### src/design/bapms_pkg.sv
// Package: shared types, codes and constants of the battery-aware power mode selector.
`timescale 1ns / 1ps
`default_nettype none
package bapms_pkg;

  // Power mode codes as reported on the result channel
  typedef enum logic [3:0] {
    MODE_NONE = 4'd0,
    MODE_C0   = 4'd1,
    MODE_C1   = 4'd2,
    MODE_C2   = 4'd3,
    MODE_C3   = 4'd4,
    MODE_M4   = 4'd5,
    MODE_I5   = 4'd6,
    MODE_L6   = 4'd7,
    MODE_L7   = 4'd8
  } mode_t;

  // Configuration register indexes
  typedef enum logic [2:0] {
    CFG_POWERSAVE     = 3'd0,
    CFG_CUTOFF_V      = 3'd1,
    CFG_RESTORE_V     = 3'd2,
    CFG_LOW_V         = 3'd3,
    CFG_FEATURES      = 3'd4,
    CFG_REPORT_PERIOD = 3'd5,
    CFG_CUTOFF_SLEEP  = 3'd6
  } cfg_idx_t;

  // Power-save policy codes (code 3 selects nothing)
  localparam logic [1:0] POL_NONE   = 2'd0;
  localparam logic [1:0] POL_NORMAL = 2'd1;
  localparam logic [1:0] POL_AGGR   = 2'd2;

  // Rail patterns: bit0 sensor, bit1 radio, bit2 modem, bit3 card
  localparam logic [3:0] RAILS_C0      = 4'hF;
  localparam logic [3:0] RAILS_C1      = 4'hB;
  localparam logic [3:0] RAILS_C2      = 4'hA;
  localparam logic [3:0] RAILS_C3      = 4'hE;
  localparam logic [3:0] RAILS_M4      = 4'h9;
  localparam logic [3:0] RAILS_M4_KEEP = 4'hD;
  localparam logic [3:0] RAILS_OFF     = 4'h0;
  localparam logic [3:0] RAILS_L6      = 4'h4;

  // Reading and countdown constants
  localparam logic [15:0] MIN_READING  = 16'd678;
  localparam logic [15:0] BAD_READING  = 16'hFFFF;
  localparam logic [7:0]  CD_IDLE      = 8'hFF;
  localparam logic [7:0]  CD_START     = 8'd60;
  localparam logic [7:0]  CD_STEP      = 8'd10;
  localparam logic [7:0]  CD_HALF      = 8'd30;
  localparam logic [7:0]  PERIOD_SPLIT = 8'd5;
  localparam logic [15:0] SLEEP_TRIM_2 = 16'd120;
  localparam logic [15:0] SLEEP_TRIM_1 = 16'd60;

  // Register reset values
  localparam logic [7:0]  PERIOD_RST       = 8'd10;
  localparam logic [10:0] CUTOFF_SLEEP_RST = 11'd20;

  typedef struct packed {
    logic [1:0]  save_policy;
    logic [15:0] cutoff_voltage;
    logic [15:0] restore_voltage;
    logic [15:0] low_voltage;
    logic [3:0]  feature_bits;
    logic [7:0]  report_period_minutes;
    logic [10:0] cutoff_sleep_minutes;
  } cfg_t;

  typedef struct packed {
    logic low;
    logic cutoff;
  } flags_t;

  typedef struct packed {
    mode_t      mode;
    logic [3:0] rails;
    flags_t     flags;
    logic [7:0] countdown;
  } state_t;

  typedef struct packed {
    logic signed [15:0] minutes_left;
    logic [15:0]        battery_reading;
    logic               clock_ok;
  } item_t;

  typedef struct packed {
    mode_t       mode_code;
    logic [3:0]  rails;
    logic        sleep_request;
    logic [15:0] sleep_seconds;
    logic        reinit_request;
    logic        flags_changed;
    logic        cutoff_flag;
    logic        low_flag;
    logic [15:0] reported_reading;
  } result_t;

endpackage
`default_nettype wire

### src/design/bapms_in_if.sv
// Interface: input channel carrying one poll tick.
`timescale 1ns / 1ps
`default_nettype none
interface bapms_in_if;
  logic               valid;
  logic               ready;
  logic signed [15:0] minutes_left;
  logic [15:0]        battery_reading;
  logic               clock_ok;

  modport source (output valid, output minutes_left, output battery_reading,
                  output clock_ok, input ready);
  modport sink (input valid, input minutes_left, input battery_reading,
                input clock_ok, output ready);
endinterface
`default_nettype wire

### src/design/bapms_out_if.sv
// Interface: result channel carrying one mode decision.
`timescale 1ns / 1ps
`default_nettype none
interface bapms_out_if;
  logic        valid;
  logic        ready;
  logic [3:0]  mode_code;
  logic        rail_sensor;
  logic        rail_radio;
  logic        rail_modem;
  logic        rail_card;
  logic        sleep_request;
  logic [15:0] sleep_seconds;
  logic        reinit_request;
  logic        flags_changed;
  logic        cutoff_flag;
  logic        low_flag;
  logic [15:0] reported_reading;

  modport source (output valid, output mode_code, output rail_sensor,
                  output rail_radio, output rail_modem, output rail_card,
                  output sleep_request, output sleep_seconds,
                  output reinit_request, output flags_changed,
                  output cutoff_flag, output low_flag,
                  output reported_reading, input ready);
  modport sink (input valid, input mode_code, input rail_sensor,
                input rail_radio, input rail_modem, input rail_card,
                input sleep_request, input sleep_seconds,
                input reinit_request, input flags_changed,
                input cutoff_flag, input low_flag,
                input reported_reading, output ready);
endinterface
`default_nettype wire

### src/design/battery_aware_power_mode_selector.sv
// Top level: battery-aware power mode selector with input and result registers.
//
//   channel  | direction | handshake           | payload
//   in_ch    | in        | valid/ready         | minutes_left, battery_reading, clock_ok
//   out_ch   | out       | valid/ready         | mode_code, rails, sleep, reinit, flags, reading
//   cfg_*    | in        | cfg_we, no stall    | cfg_idx, cfg_data (16 bits)
//
// An input transfer loads the input register, and the decision moves into the result
// register when the decision stage advances.
// One tick per cycle is sustained while the result channel does not stall; mode, rail,
// flag and countdown state update as the result register loads, so the next tick sees them at once.
// A stalled result holds the decision stage; the input register still takes a
// tick while empty or draining. rst_n (synchronous) clears state and all valids.
`timescale 1ns / 1ps
`default_nettype none
module battery_aware_power_mode_selector (
  input  wire logic        clk,
  input  wire logic        rst_n,
  input  wire logic        cfg_we,
  input  wire logic [2:0]  cfg_idx,
  input  wire logic [15:0] cfg_data,
  bapms_in_if.sink         in_ch,
  bapms_out_if.source      out_ch
);

  bapms_pkg::cfg_t     cfg;
  bapms_pkg::state_t   st_r;
  bapms_pkg::state_t   st_nxt;
  bapms_pkg::item_t    item_r;
  bapms_pkg::item_t    item_nxt;
  bapms_pkg::result_t  res_nxt;
  bapms_pkg::result_t  res_r;
  logic                in_vld_r;
  logic                out_vld_r;
  logic                advance;

  bapms_cfg u_cfg (
    .clk      (clk),
    .rst_n    (rst_n),
    .cfg_we   (cfg_we),
    .cfg_idx  (cfg_idx),
    .cfg_data (cfg_data),
    .cfg      (cfg)
  );

  bapms_core u_core (
    .cfg    (cfg),
    .st     (st_r),
    .item   (item_r),
    .st_nxt (st_nxt),
    .res    (res_nxt)
  );

  // decision stage moves when the input register holds a tick and the result register is free or being taken
  assign advance     = in_vld_r && (!out_vld_r || out_ch.ready);
  assign in_ch.ready = !in_vld_r || advance;

  assign item_nxt.minutes_left    = in_ch.minutes_left;
  assign item_nxt.battery_reading = in_ch.battery_reading;
  assign item_nxt.clock_ok        = in_ch.clock_ok;

  // input register
  always_ff @(posedge clk) begin
    if (!rst_n) begin
      in_vld_r <= 1'b0;
    end else if (in_ch.ready) begin
      in_vld_r <= in_ch.valid;
    end
  end

  always_ff @(posedge clk) begin
    if (in_ch.valid && in_ch.ready) begin
      item_r <= item_nxt;
    end
  end

  // mode, rails, flags and countdown
  always_ff @(posedge clk) begin
    if (!rst_n) begin
      st_r.mode      <= bapms_pkg::MODE_NONE;
      st_r.rails     <= bapms_pkg::RAILS_OFF;
      st_r.flags     <= '0;
      st_r.countdown <= '0;
    end else if (advance) begin
      st_r <= st_nxt;
    end
  end

  // result register
  always_ff @(posedge clk) begin
    if (!rst_n) begin
      out_vld_r <= 1'b0;
    end else if (advance) begin
      out_vld_r <= 1'b1;
    end else if (out_ch.ready) begin
      out_vld_r <= 1'b0;
    end
  end

  always_ff @(posedge clk) begin
    if (advance) begin
      res_r <= res_nxt;
    end
  end

  // result channel
  assign out_ch.valid            = out_vld_r;
  assign out_ch.mode_code        = res_r.mode_code;
  assign out_ch.rail_sensor      = res_r.rails[0];
  assign out_ch.rail_radio       = res_r.rails[1];
  assign out_ch.rail_modem       = res_r.rails[2];
  assign out_ch.rail_card        = res_r.rails[3];
  assign out_ch.sleep_request    = res_r.sleep_request;
  assign out_ch.sleep_seconds    = res_r.sleep_seconds;
  assign out_ch.reinit_request   = res_r.reinit_request;
  assign out_ch.flags_changed    = res_r.flags_changed;
  assign out_ch.cutoff_flag      = res_r.cutoff_flag;
  assign out_ch.low_flag         = res_r.low_flag;
  assign out_ch.reported_reading = res_r.reported_reading;

`ifndef SYNTH
  // a sleep request only comes with a sleep mode
  a_sleep_mode: assert property (@(posedge clk) disable iff (!rst_n)
    out_vld_r && res_r.sleep_request |->
      (res_r.mode_code == bapms_pkg::MODE_L6) || (res_r.mode_code == bapms_pkg::MODE_L7))
    else $error("sleep request outside a sleep mode");

  // no sleep length without a sleep request
  a_sleep_len: assert property (@(posedge clk) disable iff (!rst_n)
    out_vld_r && !res_r.sleep_request |-> res_r.sleep_seconds == '0)
    else $error("sleep length without request");

  // cutoff always ends in L7 or I5 with every rail off
  a_cutoff_off: assert property (@(posedge clk) disable iff (!rst_n)
    out_vld_r && res_r.cutoff_flag |-> (res_r.rails == bapms_pkg::RAILS_OFF) &&
      ((res_r.mode_code == bapms_pkg::MODE_L7) || (res_r.mode_code == bapms_pkg::MODE_I5)))
    else $error("cutoff with rails on or wrong mode");

  // reinit only on entry to C0, C1 or M4, and state tracks the result
  a_reinit_mode: assert property (@(posedge clk) disable iff (!rst_n)
    advance && res_nxt.reinit_request |=>
      ((st_r.mode == bapms_pkg::MODE_C0) || (st_r.mode == bapms_pkg::MODE_C1) ||
       (st_r.mode == bapms_pkg::MODE_M4)) && (st_r.mode != $past(st_r.mode)))
    else $error("reinit without entry to C0, C1 or M4");
`endif

endmodule
`default_nettype wire

### src/design/bapms_cfg.sv
// Module: configuration register bank written through the plain write port.
`timescale 1ns / 1ps
`default_nettype none
module bapms_cfg (
  input  wire logic          clk,
  input  wire logic          rst_n,
  input  wire logic          cfg_we,
  input  wire logic [2:0]    cfg_idx,
  input  wire logic [15:0]   cfg_data,
  output bapms_pkg::cfg_t    cfg
);

  bapms_pkg::cfg_t cfg_r;

  // register writes, unknown indexes ignored
  always_ff @(posedge clk) begin
    if (!rst_n) begin
      cfg_r.save_policy           <= bapms_pkg::POL_NONE;
      cfg_r.cutoff_voltage        <= '0;
      cfg_r.restore_voltage       <= '0;
      cfg_r.low_voltage           <= '0;
      cfg_r.feature_bits          <= '0;
      cfg_r.report_period_minutes <= bapms_pkg::PERIOD_RST;
      cfg_r.cutoff_sleep_minutes  <= bapms_pkg::CUTOFF_SLEEP_RST;
    end else if (cfg_we) begin
      unique case (bapms_pkg::cfg_idx_t'(cfg_idx))
        bapms_pkg::CFG_POWERSAVE:     cfg_r.save_policy           <= cfg_data[1:0];
        bapms_pkg::CFG_CUTOFF_V:      cfg_r.cutoff_voltage        <= cfg_data;
        bapms_pkg::CFG_RESTORE_V:     cfg_r.restore_voltage       <= cfg_data;
        bapms_pkg::CFG_LOW_V:         cfg_r.low_voltage           <= cfg_data;
        bapms_pkg::CFG_FEATURES:      cfg_r.feature_bits          <= cfg_data[3:0];
        bapms_pkg::CFG_REPORT_PERIOD: cfg_r.report_period_minutes <= cfg_data[7:0];
        bapms_pkg::CFG_CUTOFF_SLEEP:  cfg_r.cutoff_sleep_minutes  <= cfg_data[10:0];
        default: ;
      endcase
    end
  end

  assign cfg = cfg_r;

endmodule
`default_nettype wire

### src/design/bapms_core.sv
// Module: single-pass decision logic: battery flags, countdown, mode tree and mode switch.
`timescale 1ns / 1ps
`default_nettype none
module bapms_core (
  input  wire bapms_pkg::cfg_t    cfg,
  input  wire bapms_pkg::state_t  st,
  input  wire bapms_pkg::item_t   item,
  output bapms_pkg::state_t       st_nxt,
  output bapms_pkg::result_t      res
);

  typedef enum logic [1:0] {
    ACT_NONE,
    ACT_GO,
    ACT_SLEEP
  } act_t;

  logic [15:0]        vb;
  bapms_pkg::flags_t  flags_n;
  logic [1:0]         policy;
  logic [7:0]         cd_dec;
  logic [7:0]         cd_new;
  logic               cd_le_half;
  logic               min_gt1;
  logic               min_gt2;
  logic               min_eq1;
  logic               wx;
  logic               gsm;
  logic               digi;
  logic               long_period;
  logic [3:0]         rails_m4;
  logic [15:0]        per_w;
  logic [15:0]        per_x60;
  logic [15:0]        secs_trim2;
  logic [15:0]        secs_trim1;
  logic [15:0]        csm_w;
  logic [15:0]        cut_secs;
  act_t               act;
  bapms_pkg::mode_t   tgt_mode;
  logic [3:0]         tgt_rails;
  logic               tgt_reinit;
  logic [15:0]        tgt_secs;
  bapms_pkg::mode_t   cur_mode;
  logic               sleep_req;
  logic [15:0]        sleep_len;
  logic               reinit;

  // implausible reading substitution
  assign vb = (item.battery_reading < bapms_pkg::MIN_READING) ?
              bapms_pkg::BAD_READING : item.battery_reading;

  // hysteretic battery flags
  always_comb begin
    if (vb > cfg.restore_voltage) begin
      flags_n = '0;
    end else begin
      flags_n.cutoff = st.flags.cutoff | (vb <= cfg.cutoff_voltage);
      flags_n.low    = st.flags.low | (vb <= cfg.low_voltage);
    end
  end

  assign policy = flags_n.low ? bapms_pkg::POL_AGGR : cfg.save_policy;

  // minute compares and last-minute seconds countdown
  assign min_gt1 = item.minutes_left > 16'sd1;
  assign min_gt2 = item.minutes_left > 16'sd2;
  assign min_eq1 = item.minutes_left == 16'sd1;
  assign cd_dec  = (st.countdown != bapms_pkg::CD_IDLE) ?
                   st.countdown - bapms_pkg::CD_STEP : st.countdown;

  always_comb begin
    priority if (min_gt1) begin
      cd_new = bapms_pkg::CD_IDLE;
    end else if (min_eq1 && (cd_dec == bapms_pkg::CD_IDLE)) begin
      cd_new = bapms_pkg::CD_START;
    end else begin
      cd_new = cd_dec;
    end
  end

  assign cd_le_half = $signed(cd_new) <= $signed(bapms_pkg::CD_HALF);

  // feature bits
  assign wx          = cfg.feature_bits[0];
  assign gsm         = cfg.feature_bits[1];
  assign digi        = cfg.feature_bits[2];
  assign rails_m4    = cfg.feature_bits[3] ? bapms_pkg::RAILS_M4_KEEP : bapms_pkg::RAILS_M4;
  assign long_period = cfg.report_period_minutes >= bapms_pkg::PERIOD_SPLIT;

  // sleep lengths, all modulo 2^16; x*60 as (x<<6)-(x<<2)
  assign per_w      = 16'(cfg.report_period_minutes);
  assign per_x60    = (per_w << 6) - (per_w << 2);
  assign secs_trim2 = per_x60 - bapms_pkg::SLEEP_TRIM_2;
  assign secs_trim1 = per_x60 - bapms_pkg::SLEEP_TRIM_1;
  assign csm_w      = 16'(cfg.cutoff_sleep_minutes);
  assign cut_secs   = (csm_w << 6) - (csm_w << 2);

  // decision tree: pick the target mode and how it is entered
  always_comb begin
    act        = ACT_NONE;
    tgt_mode   = bapms_pkg::MODE_NONE;
    tgt_rails  = bapms_pkg::RAILS_OFF;
    tgt_reinit = 1'b0;
    tgt_secs   = '0;
    priority if (flags_n.cutoff) begin
      act      = ACT_SLEEP;
      tgt_mode = bapms_pkg::MODE_L7;
      tgt_secs = cut_secs;
    end else if ((policy <= bapms_pkg::POL_AGGR) && !wx) begin
      act = ACT_GO; tgt_mode = bapms_pkg::MODE_C2; tgt_rails = bapms_pkg::RAILS_C2;
    end else if (policy == bapms_pkg::POL_NONE) begin
      act = ACT_GO; tgt_reinit = 1'b1;
      priority if (gsm) begin
        tgt_mode = bapms_pkg::MODE_C0; tgt_rails = bapms_pkg::RAILS_C0;
      end else if (digi) begin
        tgt_mode = bapms_pkg::MODE_C1; tgt_rails = bapms_pkg::RAILS_C1;
      end else if (min_gt2) begin
        tgt_mode = bapms_pkg::MODE_M4; tgt_rails = rails_m4;
      end else begin
        tgt_mode = bapms_pkg::MODE_C0; tgt_rails = bapms_pkg::RAILS_C0;
      end
    end else if (policy == bapms_pkg::POL_NORMAL) begin
      act = ACT_GO;
      priority if (gsm && digi) begin
        priority if (!min_gt1) begin
          tgt_mode = bapms_pkg::MODE_C0; tgt_rails = bapms_pkg::RAILS_C0; tgt_reinit = 1'b1;
        end else if (long_period) begin
          tgt_mode = bapms_pkg::MODE_C2; tgt_rails = bapms_pkg::RAILS_C2;
        end else begin
          tgt_mode = bapms_pkg::MODE_C3; tgt_rails = bapms_pkg::RAILS_C3;
        end
      end else if (gsm) begin
        tgt_reinit = 1'b1;
        if (min_gt1) begin
          tgt_mode = bapms_pkg::MODE_M4; tgt_rails = rails_m4;
        end else begin
          tgt_mode = bapms_pkg::MODE_C0; tgt_rails = bapms_pkg::RAILS_C0;
        end
      end else if (digi) begin
        if (min_gt1) begin
          tgt_mode = bapms_pkg::MODE_C2; tgt_rails = bapms_pkg::RAILS_C2;
        end else begin
          tgt_mode = bapms_pkg::MODE_C1; tgt_rails = bapms_pkg::RAILS_C1; tgt_reinit = 1'b1;
        end
      end else begin
        if (min_gt2) begin
          act = ACT_SLEEP; tgt_mode = bapms_pkg::MODE_L7; tgt_secs = secs_trim2;
        end else begin
          tgt_mode = bapms_pkg::MODE_C0; tgt_rails = bapms_pkg::RAILS_C0; tgt_reinit = 1'b1;
        end
      end
    end else if (policy == bapms_pkg::POL_AGGR) begin
      act = ACT_GO;
      priority if (gsm && digi) begin
        if (min_gt1) begin
          tgt_mode = bapms_pkg::MODE_C2; tgt_rails = bapms_pkg::RAILS_C2;
        end else begin
          tgt_mode = bapms_pkg::MODE_C0; tgt_rails = bapms_pkg::RAILS_C0; tgt_reinit = 1'b1;
        end
      end else if (gsm) begin
        priority if (min_gt1) begin
          act       = ACT_SLEEP;
          tgt_secs  = secs_trim1;
          tgt_mode  = long_period ? bapms_pkg::MODE_L7 : bapms_pkg::MODE_L6;
          tgt_rails = long_period ? bapms_pkg::RAILS_OFF : bapms_pkg::RAILS_L6;
        end else if (!long_period || cd_le_half) begin
          tgt_mode = bapms_pkg::MODE_C0; tgt_rails = bapms_pkg::RAILS_C0; tgt_reinit = 1'b1;
        end else begin
          tgt_mode = bapms_pkg::MODE_M4; tgt_rails = rails_m4; tgt_reinit = 1'b1;
        end
      end else if (digi) begin
        if (min_gt1) begin
          tgt_mode = bapms_pkg::MODE_C2; tgt_rails = bapms_pkg::RAILS_C2;
        end else begin
          tgt_mode = bapms_pkg::MODE_C1; tgt_rails = bapms_pkg::RAILS_C1; tgt_reinit = 1'b1;
        end
      end else begin
        // weather only: last half minute holds C1 without reinit
        priority if (min_gt1) begin
          act = ACT_SLEEP; tgt_mode = bapms_pkg::MODE_L7; tgt_secs = secs_trim1;
        end else if (cd_le_half) begin
          tgt_mode = bapms_pkg::MODE_C1; tgt_rails = bapms_pkg::RAILS_C1;
        end else begin
          tgt_mode = bapms_pkg::MODE_M4; tgt_rails = rails_m4; tgt_reinit = 1'b1;
        end
      end
    end
  end

  // mode switch: cutoff clears the mode first, so sleep (or idle) entry always fires
  assign cur_mode = flags_n.cutoff ? bapms_pkg::MODE_NONE : st.mode;

  always_comb begin
    st_nxt.mode      = cur_mode;
    st_nxt.rails     = st.rails;
    st_nxt.flags     = flags_n;
    st_nxt.countdown = flags_n.cutoff ? st.countdown : cd_new;
    sleep_req        = 1'b0;
    sleep_len        = '0;
    reinit           = 1'b0;
    unique case (act)
      ACT_GO: begin
        if (cur_mode != tgt_mode) begin
          st_nxt.mode  = tgt_mode;
          st_nxt.rails = tgt_rails;
          reinit       = tgt_reinit;
        end
      end
      ACT_SLEEP: begin
        priority if (!item.clock_ok) begin
          // no timed wakeup possible: idle instead
          if (cur_mode != bapms_pkg::MODE_I5) begin
            st_nxt.mode  = bapms_pkg::MODE_I5;
            st_nxt.rails = bapms_pkg::RAILS_OFF;
          end
        end else if (cur_mode != tgt_mode) begin
          st_nxt.mode  = tgt_mode;
          st_nxt.rails = tgt_rails;
          sleep_req    = 1'b1;
          sleep_len    = tgt_secs;
        end
      end
      default: ;
    endcase
  end

  // result fields
  always_comb begin
    res.mode_code        = st_nxt.mode;
    res.rails            = st_nxt.rails;
    res.sleep_request    = sleep_req;
    res.sleep_seconds    = sleep_len;
    res.reinit_request   = reinit;
    res.flags_changed    = flags_n != st.flags;
    res.cutoff_flag      = flags_n.cutoff;
    res.low_flag         = flags_n.low;
    res.reported_reading = vb;
  end

endmodule
`default_nettype wire
### src/flat_wrapper.sv
// flat-port wrapper written by rule: the top's interface ports become plain ports
module battery_aware_power_mode_selector_flat 
  (clk, rst_n, cfg_we, cfg_idx, cfg_data, in_ch_valid, in_ch_minutes_left, in_ch_battery_reading, in_ch_clock_ok, in_ch_ready, out_ch_valid, out_ch_mode_code, out_ch_rail_sensor, out_ch_rail_radio, out_ch_rail_modem, out_ch_rail_card, out_ch_sleep_request, out_ch_sleep_seconds, out_ch_reinit_request, out_ch_flags_changed, out_ch_cutoff_flag, out_ch_low_flag, out_ch_reported_reading, out_ch_ready);
  bapms_in_if in_ch_i ();
  bapms_out_if out_ch_i ();
  input  wire logic clk;
  input  wire logic rst_n;
  input  wire logic cfg_we;
  input  wire logic [2:0] cfg_idx;
  input  wire logic [15:0] cfg_data;
  input wire logic [$bits(in_ch_i.valid)-1:0] in_ch_valid;
  input wire logic [$bits(in_ch_i.minutes_left)-1:0] in_ch_minutes_left;
  input wire logic [$bits(in_ch_i.battery_reading)-1:0] in_ch_battery_reading;
  input wire logic [$bits(in_ch_i.clock_ok)-1:0] in_ch_clock_ok;
  output wire logic [$bits(in_ch_i.ready)-1:0] in_ch_ready;
  output wire logic [$bits(out_ch_i.valid)-1:0] out_ch_valid;
  output wire logic [$bits(out_ch_i.mode_code)-1:0] out_ch_mode_code;
  output wire logic [$bits(out_ch_i.rail_sensor)-1:0] out_ch_rail_sensor;
  output wire logic [$bits(out_ch_i.rail_radio)-1:0] out_ch_rail_radio;
  output wire logic [$bits(out_ch_i.rail_modem)-1:0] out_ch_rail_modem;
  output wire logic [$bits(out_ch_i.rail_card)-1:0] out_ch_rail_card;
  output wire logic [$bits(out_ch_i.sleep_request)-1:0] out_ch_sleep_request;
  output wire logic [$bits(out_ch_i.sleep_seconds)-1:0] out_ch_sleep_seconds;
  output wire logic [$bits(out_ch_i.reinit_request)-1:0] out_ch_reinit_request;
  output wire logic [$bits(out_ch_i.flags_changed)-1:0] out_ch_flags_changed;
  output wire logic [$bits(out_ch_i.cutoff_flag)-1:0] out_ch_cutoff_flag;
  output wire logic [$bits(out_ch_i.low_flag)-1:0] out_ch_low_flag;
  output wire logic [$bits(out_ch_i.reported_reading)-1:0] out_ch_reported_reading;
  input wire logic [$bits(out_ch_i.ready)-1:0] out_ch_ready;
  assign in_ch_i.valid = in_ch_valid;
  assign in_ch_i.minutes_left = in_ch_minutes_left;
  assign in_ch_i.battery_reading = in_ch_battery_reading;
  assign in_ch_i.clock_ok = in_ch_clock_ok;
  assign in_ch_ready = in_ch_i.ready;
  assign out_ch_valid = out_ch_i.valid;
  assign out_ch_mode_code = out_ch_i.mode_code;
  assign out_ch_rail_sensor = out_ch_i.rail_sensor;
  assign out_ch_rail_radio = out_ch_i.rail_radio;
  assign out_ch_rail_modem = out_ch_i.rail_modem;
  assign out_ch_rail_card = out_ch_i.rail_card;
  assign out_ch_sleep_request = out_ch_i.sleep_request;
  assign out_ch_sleep_seconds = out_ch_i.sleep_seconds;
  assign out_ch_reinit_request = out_ch_i.reinit_request;
  assign out_ch_flags_changed = out_ch_i.flags_changed;
  assign out_ch_cutoff_flag = out_ch_i.cutoff_flag;
  assign out_ch_low_flag = out_ch_i.low_flag;
  assign out_ch_reported_reading = out_ch_i.reported_reading;
  assign out_ch_i.ready = out_ch_ready;
  battery_aware_power_mode_selector u_core (.clk(clk), .rst_n(rst_n), .cfg_we(cfg_we), .cfg_idx(cfg_idx), .cfg_data(cfg_data), .in_ch(in_ch_i), .out_ch(out_ch_i));
endmodule
### config.mk
export PLATFORM = sky130hd
export DESIGN_NAME = battery_aware_power_mode_selector_flat
export DESIGN_NICKNAME = d
export VERILOG_FILES = /design/src/design/bapms_pkg.sv /design/src/design/bapms_in_if.sv /design/src/design/bapms_out_if.sv /design/src/design/battery_aware_power_mode_selector.sv /design/src/design/bapms_cfg.sv /design/src/design/bapms_core.sv /design/src/flat_wrapper.sv
export SDC_FILE = /design/constraint.sdc
export NUM_CORES = 1
export LEC_CHECK = 0
export ABC_AREA = 1
export BUFFER_PORTS_ARGS = -buffer_cell sky130_fd_sc_hd__clkbuf_2
export CAP_MARGIN = 20
export CORE_UTILIZATION = 54
export CTS_CLUSTER_SIZE = 25
export DETAILED_ROUTE_END_ITERATION = 7
export PLACE_DENSITY = 0.89
export SLEW_MARGIN = 0
export SYNTH_ARGS = -nofsm -noshare
export SYNTH_HDL_FRONTEND = slang
export SYNTH_SLANG_ARGS = --single-unit
export TNS_END_PERCENT = 50
### constraint.sdc
create_clock -name clk -period 4.36 [get_ports clk]
set_clock_uncertainty 0.1 [all_clocks]
set_input_delay 0.218 -clock clk [delete_from_list [all_inputs] [get_ports clk]]
set_output_delay 0.218 -clock clk [all_outputs]
set_load 0.02 [all_outputs]
Yosys cells after proc, flatten, opt, wreduce, memory -nomap -nowiden
Index checks and enable logic that the tools add are counted.
- add/subtract/negate cells: 5
- magnitude comparators: 9
- equal/unequal tests: 16
- multiplexer cells: 104
- bitwise operators: 5
- reduce and logical (&&, ||, !) cells: 26
- operator list (operator ; count):
    $mux W16 ; 14
    $mux W4 ; 30
    $mux W3 ; 19
    $mux W8 ; 6
    $le A16 B16 Y1 ; 2
    $mux W2 ; 16
    $mux W1 ; 18
    $reduce_and A2 Y1 ; 9
    $eq A16 B2 Y1 const B ; 1
    $gt A16 B16 Y1 ; 1
    $gt A16 B2 Y1 const B ; 1
    $gt A16 B3 Y1 const B ; 1
    $lt A16 B10 Y1 const B ; 1
    $pmux W8 S2 ; 1
    $sub A15 B7 Y16 const B ; 1
    $sub A15 B8 Y16 const B ; 1
    $sub A16 B13 Y16 ; 1
    $sub A14 B10 Y15 ; 1
    $eq A3 B3 Y1 const B ; 3
    $eq A8 B8 Y1 const B ; 1
    $ge A8 B3 Y1 const B ; 1
    $le A8 B6 Y1 const B ; 1
    $ne A8 B8 Y1 const B ; 1
    $sub A8 B4 Y8 const B ; 1
    other kinds (18) ; 33
- flip-flop bits (word level): 171
- bits of input ports: 57
- output and inout port bits: 47

Depth between registers and ports, before layout
Gate-level depths: netlist of the first run.
- depth after elaboration: 21
- gate-level depth with buffers: 33
- depth with buffers taken out: 33

Modules after synthesis
A second synthesis of the first run with hierarchy kept.
- cell total of the unflattened synthesis: 1474
- area, all modules: 10715.3 µm²
- by module, submodules not included (module ; instances ; cells an instance ; area each (µm²) ; sequential area each (µm²)):
    bapms_core ; 1 ; 840 ; 4464.3 ; 0.0
    battery_aware_power_mode_selector ; 1 ; 208 ; 3268.1 ; 2742.6
    bapms_cfg ; 1 ; 426 ; 2982.9 ; 1461.4

Worst setup path after synthesis of the first run
OpenSTA, ideal clock, no wires.
- path type: register -> register
- from: register u_core.item_r[2] (netlist bit)
- to: register u_core.res_r (netlist bit u_core.out_ch.rail_radio) (data pin)
- library setup time: 250 ps
- arrival: 4020 ps
- required time: 4010 ps
- setup slack: -11 ps
- cell stages (with the launch flop): 33
- path buffers: 1
- path through: edfxtp_1 inv_1 o211ai_1 nand2_1 nand2_1 a21oi_1 o21bai_1 inv_1 or2_2 ha_1 nand2_1 inv_1 nand3_1 nor3_2 o21ai_1 nand2_1 nand2_1 nand2_2 nand2_1 nor2_1 inv_2 nand2_1 inv_1 a31oi_1 inv_1 ha_1 clkbuf_1 a21oi_1 o31ai_1 nand3_1 nand2_1 nand2_2 inv_1
- RTL lines (what ; RTL line ; text):
    from (decl) ; battery_aware_power_mode_selector.sv:29 ; bapms_pkg::item_t item_r;
    from (signal assigned) ; battery_aware_power_mode_selector.sv:73 ; item_r <= item_nxt;
    to (signal assigned) ; battery_aware_power_mode_selector.sv:102 ; res_r <= res_nxt;
    to (decl) ; battery_aware_power_mode_selector.sv:32 ; bapms_pkg::result_t res_r;

==> summary.txt, run 1 <==
Job
  • # Max-Cap Violations: 0

Setup path
  • CP required: 4.44 ns
  • Crit path DAT: 4.79 ns
  • Crit Path Class: register to register
  • Type of origin of the critical path: register
  • Crit-path max FO: 6
  • Setup crit end kind: register

Logic synthesis
  • Mapped Cells: 1212
  • Synth top cells by count: 187 x inv_1, 182 x nand2_1, 140 x a21oi_1, 133 x o21ai_0, 93 x dfxtp_1
  • Total of warnings raised by yosys: 0
  • Post-synth EDFFs: 76
  • Top cells by area, synth: edfxtp_1 24%, dfxtp_1 19%, ha_1 8.6%, inv_1 7.3%, a21oi_1 7.3%
  • Synth top area share: 23.6%
  • Mapped cell area: 0.00965 mm²
  • Register bit total from synthesis: 169
  • Primary FF master, synth: dfxtp_1
  • Ys async rst share: 0%
  • Post-synthesis sequential area ratio: 42.9%
  • Count leader, synth: inv_1
  • Top cell type by total area after synthesis: edfxtp_1
  • Synth cell types: 50
  • Syn avg cell area: 7.97 µm²

Die
  • Die W: 136 µm
  • Initial Utilization: 55.6%
  • Die area: 0.0184 mm²
  • Die Y: 136 µm
  • Total core area: 0.0174 mm²
  • IO Count: 104
  • # rows: 48

Drt
  • DRT iter0 DRCs: 986
  • DRT Pass-1 Iters: 7
  • Avg WL per Cell: 17.2 µm
  • Drt via density: 5.85
  • Post-Route WL: 27700 µm
  • DRT antenna net count: 0
  • DRC: 0
  • Vias: 9444

Final layout
  • # nets final: 1499
  • Antenna cells: 0
  • Multi-input gate area in the final layout: 0.00502 mm²
  • Fin cells: 1614
  • # fillers: 1223
  • Seq. cell area: 0.00414 mm²
  • Share of cells above drive strength 1: 20.9%
  • Area Growth Syn to Fin: 23.5%
  • Post-route cell area: 0.0119 mm²

Clock network
  • Sink Count: 169
  • Htree depth: 4
  • CTS tree: built
  • Insertion delay to the later sink of the worst-skew pair: 0.44 ns
  • Clock buffer depth: 2
  • Clk pin slew, worst setup/hold paths: 0.07 ns
  • CTS Buf Count: 17
  • Clk root buf: clkbuf_16

Global route
  • Global Route Usage Sum: 28.6%
  • Largest net degree at the start of global routing: 55
  • Vias in the first global route: 8888
  • First-pass GRT wire length: 40900 µm
  • Grt ovf: 0
  • Initial antenna violation count: 0

Timing
  • Post-Route Setup TNS: -7.83 ns
  • Relative slew slack: 36.3%
  • Final worst-path cycle share: 108%
  • Endpoints failing setup: 32
  • RSZ-0062 raised after global routing: yes
  • F_max: 0.212 GHz
  • Final WS setup: -0.349 ns
  • Hold WS: 0.0184 ns
  • Final min period: 4.71 ns
  • Slew Viols, Final: 0
  • Final Hold Vio Count: 0
  • Worst-margin pin slew: 0.955 ns

Place
  • Placed standard-cell area: 0.0105 mm²
  • Routability cong.: 0.944
  • IO buf count: 101
  • Placed cell count: 1526
  • Detailed Place HPWL: 17500 µm

Outcome
  • Status: finished, violations left
  • Failing checks: setup timing

Power
  • Tot Pwr: 4.09 mW
  • Total leakage power: 5.04 nW
  • Worst VDD drop: 0.299 mV
  • Power per cell area: 343 mW/mm²

Hold path
  • Worst Hold Class: input port to register
==> stage by stage <==
step	utilization, %	worst slack [ns]
floorplan	-	0.125
global placement	60.1	0.0603
detailed placement	60.3	-0.209
CTS	65.8	0.0398
global route	68.7	-0.557
finish	68.7	-0.349
==> cells by family (layout without fill, tap and decap cells) <==
kind of cell	after synthesis	in the layout	share of synthesized area (%)
adder cells (fa/ha/maj)	66	66	8.55
AND/OR/NAND/NOR	395	395	18.5
buffers and inverters	225	401	9.07
AO/OA/AOI/OAI	332	332	18.8
flip-flops	169	169	42.9
XOR/XNOR	24	24	2.18
other	1	2	0.0388
==> layout make-up <==
type,instances,share of cell area [%]
Tap cell,225,2.36
Multi-Input combinational cell,819,42.1
Inverter,192,6.11
Timing Repair Buffer,177,10.2
Clock inverter,11,0.756
Sequential cell,169,34.8
Clock buffer,21,3.78
==> flip-flops by register name, summed over array words and instances, names as in the netlist, 4 cells and up <==
signal and cells:
u_core.item_r 33, u_core.u_cfg.cfg 73, u_core.out_ch.reported_reading 16, u_core.out_ch.sleep_seconds 14, u_core.out_ch.mode_code 4, u_core.st_r 18
==> cells in the final DEF (no fill, tap or decap), types with 7 or more instances in the layout <==
master,count
a21oi_1,133
a21oi_2,12
a31oi_1,8
buf_4,31
clkbuf_16,17
clkbuf_2,101
dfxtp_1,93
dlygate4sd3_1,38
edfxtp_1,76
ha_1,57
ha_4,9
inv_1,176
inv_2,13
nand2_1,166
nand2_2,22
nand3_1,46
nand3_2,8
nand4_1,12
nor2_1,81
nor2_2,15
nor3_1,14
o211ai_1,9
o21ai_0,120
o21ai_1,14
or2_2,7
xor2_1,17
==> report_power, final <==
group / internal, mW / switching [mW]
registers: 1.75 / 0.0413
clock network: 0.754 / 0.669
logic: 0.318 / 0.559
==> timing repair <==
| action | in CTS | in global routing |
|---|---|---|
| endpoints found under the setup margin | 27 | 32 |
| endpoints found under the hold margin | 39 | 0 |
| hold buffers | 38 | 0 |
| cloned | 0 | 0 |
| buffers inserted | 0 | 17 |
| resized for setup | 15 | 89 |
| pin swaps | 6 | 41 |
==> final timing paths <==
kind                                                     end  cells past startpoint                  from  slack, ns
worst min register to register          u_core.u_cfg.cfg[10]                      2  u_core.u_cfg.cfg[10]       0.37
worst max-delay path            u_core.out_ch.reinit_request                     26      u_core.item_r[2]      -0.35
worst min-delay path                    u_core.u_cfg.cfg[66]                      3          cfg_data[11]       0.02
worst max register to register  u_core.out_ch.reinit_request                     26      u_core.item_r[2]      -0.35
==> critical path, cell delays in order (launching register included) <==
cell       delay, ns
edfxtp_1        0.34
inv_2           0.05
o211ai_1        0.23
nand2_1         0.11
nand2_1         0.10
a21oi_2         0.06
o21bai_2        0.19
buf_6           0.23
nand2_8         0.07
ha_4            0.27
nand3_2         0.09
o211ai_1        0.33
a21oi_1         0.17
o21ai_1         0.22
nand2_1         0.13
nand2_4         0.14
nand2_2         0.11
nor2_4          0.16
inv_2           0.06
buf_4           0.15
o21ai_0         0.17
inv_1           0.10
nand3_1         0.15
nand3_2         0.11
nand3_4         0.12
nor2_4          0.07
a2111oi_0       0.40
==> routing by layer <==
layer  vias up  GRT usage, %  share of wire [%]
met5         -             0                  0
met4         0          16.4                5.5
met3       133          5.65                8.5
met2       580          50.2                 49
met1      4324          32.1                 37
li1       4407             -                  -
No activity file was read; power rests on OpenSTA's default activity.
==> run 2: changes to the inputs <==
HOLD_SLACK_MARGIN = 0.12   (was not set)
==> run 2 against run 1 <==
  * The flow still finishes with violations (setup timing)
  * Critical endpoint is now u_core.out_ch.sleep_seconds[9]
  * Maximum frequency is 2.5% higher
  * Final cell count up 0.99%
  * Clock power is essentially flat
  * Power rose by 0.35%
  * Sequential cell count did not move
  * Non-clock buffer count increased by 16
  * First-iteration DRC count is 15% lower
  * Highest routed layer unchanged
==> summary.txt, run 2 (synthesized netlist as in run 1, its figures left out) <==
Power
  • Part of the power in registers: 43.6%
  • Power per cell area: 340 mW/mm²
  • Switching part of the total: 31.1%
  • Tot Pwr: 4.10 mW
  • Int Pwr: 2.83 mW
  • Total leakage power: 5.10 nW
  • Combinational fraction of design power: 21.6%
  • NetSw: 1.27 mW
  • Clock Power Share: 34.7%
  • Worst VDD drop: 0.276 mV

Place
  • Pre-CTS setup slack: -0.209 ns
  • Placed standard-cell area: 0.0105 mm²
  • IO buf count: 101
  • Detailed Place HPWL: 17500 µm
  • Routability cong.: 0.944

Final layout
  • Antenna cells: 0
  • Max reg flops: 73
  • Most frequent cells in the layout: 174 x inv_1, 168 x nand2_1, 132 x a21oi_1
  • Share of cells above drive strength 1: 20.9%
  • Most frequent standard cell in the layout excluding fill and tap cells: inv_1
  • Post-route cell area: 0.0120 mm²
  • # nets final: 1515
  • Area Growth Syn to Fin: 24.7%

Setup path
  • Bufs and invs on worst path: 8
  • Reg2Reg Depth: 28
  • Reg2reg setup slack: -0.24 ns
  • Crit path largest cell delay: 0.42 ns
  • RR Startpoint: u_core.item_r[2]
  • Crit path DAT: 4.69 ns
  • Crit-path max FO: 13
  • Setup crit end kind: register
  • CP required: 4.45 ns
  • Type of origin of the critical path: register
  • Most common cell type on the critical path: nand2_1
  • Critical-path top delay cell: a221oi_1
  • Crit-path leading delay family: simple AND/OR/NAND/NOR gates
  • Crit Path Class: register to register
  • FF-to-FF End: u_core.out_ch.sleep_seconds[9]

Clock network
  • CTS Buf Count: 17
  • Clk root buf: clkbuf_16
  • Clock buffer depth: 2
  • Sink Count: 169
  • Clk pin slew, worst setup/hold paths: 0.07 ns
  • CTS tree: built
  • Htree depth: 4
  • Insertion delay to the later sink of the worst-skew pair: 0.44 ns

Global route
  • Largest net degree at the start of global routing: 55
  • Vias in the first global route: 9078
  • Global Route Usage Sum: 29.3%
  • Initial antenna violation count: 0
  • Grt ovf: 0
  • First-pass GRT wire length: 41800 µm

Die
  • Initial Utilization: 55.6%
  • Die Y: 136 µm
  • Die W: 136 µm
  • # rows: 48
  • IO Count: 104
  • Total core area: 0.0174 mm²
  • Die area: 0.0184 mm²

Timing
  • Final worst-path cycle share: 105%
  • Relative slew slack: 37.1%
  • F_max: 0.218 GHz
  • Final min period: 4.60 ns
  • Endpoints failing setup: 29
  • Final Hold Vio Count: 0
  • Final WS setup: -0.235 ns
  • RSZ-0062 raised after global routing: yes
  • Slew Viols, Final: 0
  • Worst-margin pin slew: 0.943 ns

Drt
  • DRT antenna net count: 0
  • DRT Pass-1 Iters: 6
  • DRC: 0
  • Post-Route WL: 28300 µm
  • Drt via density: 5.75
  • DRT iter0 DRCs: 836
  • Vias: 9374
  • Avg WL per Cell: 17.4 µm

Hold path
  • Hold Path Sink: u_core.u_cfg.cfg[29]
  • Hold Crit Depth: 3
  • Hold_sp: cfg_data[6]
  • Worst Hold Class: input port to register

Job
  • # Max-Cap Violations: 0

Outcome
  • Failing checks: setup timing
  • Status: finished, violations left
-- run 2: worst max path at each step --
stage / from / endpoint / slack, ns / cells past startpoint
4_1_cts: u_core.item_r[3] / u_core.out_ch.rail_modem / 0.04 / 31
5_1_grt: u_core.item_r[2] / u_core.out_ch.sleep_seconds[8] / -0.42 / 29
6_report: u_core.item_r[2] / u_core.out_ch.sleep_seconds[9] / -0.24 / 28
3_3_place_gp: u_core.item_r[2] / u_core.out_ch.rail_sensor / 0.06 / 31
3_5_place_dp: u_core.item_r[2] / u_core.out_ch.rail_radio / -0.21 / 31
2_1_floorplan: u_core.item_r[2] / u_core.out_ch.rail_radio / 0.13 / 32
-- run 2: layout make-up --
class                           instances  area (µm²)
Sequential cell                       169        4140
Timing Repair Buffer                  193        1360
Clock inverter                         11        90.1
Clock buffer                           21         450
Inverter                              192         726
Fill cell                            1190        5310
Tap cell                              225         282
Multi-Input combinational cell        819        4990
-- run 2: per-stage QoR --
step	setup TNS (ns)	hold WS (ns)	instances	util [%]
2_1_floorplan	0	0.217	1213	-
3_3_place_gp	0	0.294	1525	60.1
3_5_place_dp	-1.72	0.297	1526	60.3
4_1_cts	0	0.124	1607	66.4
5_1_grt	-10.40	0.149	1630	69.4
6_report	-4.18	0.138	1630	69.4
-- run 2: power by group through the flow --
stage / clock network, mW / registers (mW) / logic, mW
6_report: 1.42 / 1.79 / 0.887
5_1_grt: 1.49 / 1.80 / 0.970
4_1_cts: 1.41 / 1.78 / 0.767
3_5_place_dp: 0 / 1.82 / 0.719
3_3_place_gp: 0 / 1.82 / 0.691
2_1_floorplan: 0 / 1.84 / 0.489
-- run 2: tightest hold or removal path: cells and delay by family --
kind | cells | cell delay, ns
compound gates | 2 | 0.23
buf+inv | 1 | 0.18
-- run 2: routing by layer --
| metal | track usage [%] | share of wire, % |
|---|---|---|
| met1 | 32.9 | 37 |
| met5 | 0 | 0 |
| met3 | 5.84 | 8.6 |
| met2 | 51.3 | 50 |
| met4 | 16.7 | 4.9 |
-- run 2: what timing repair did --
item	4_1_cts	5_1_grt
gates resized for setup	15	89
setup endpoints to repair	27	32
hold buffers	49	0
endpoints found under the hold margin	70	0
pin swaps	6	37
setup buffers	0	22
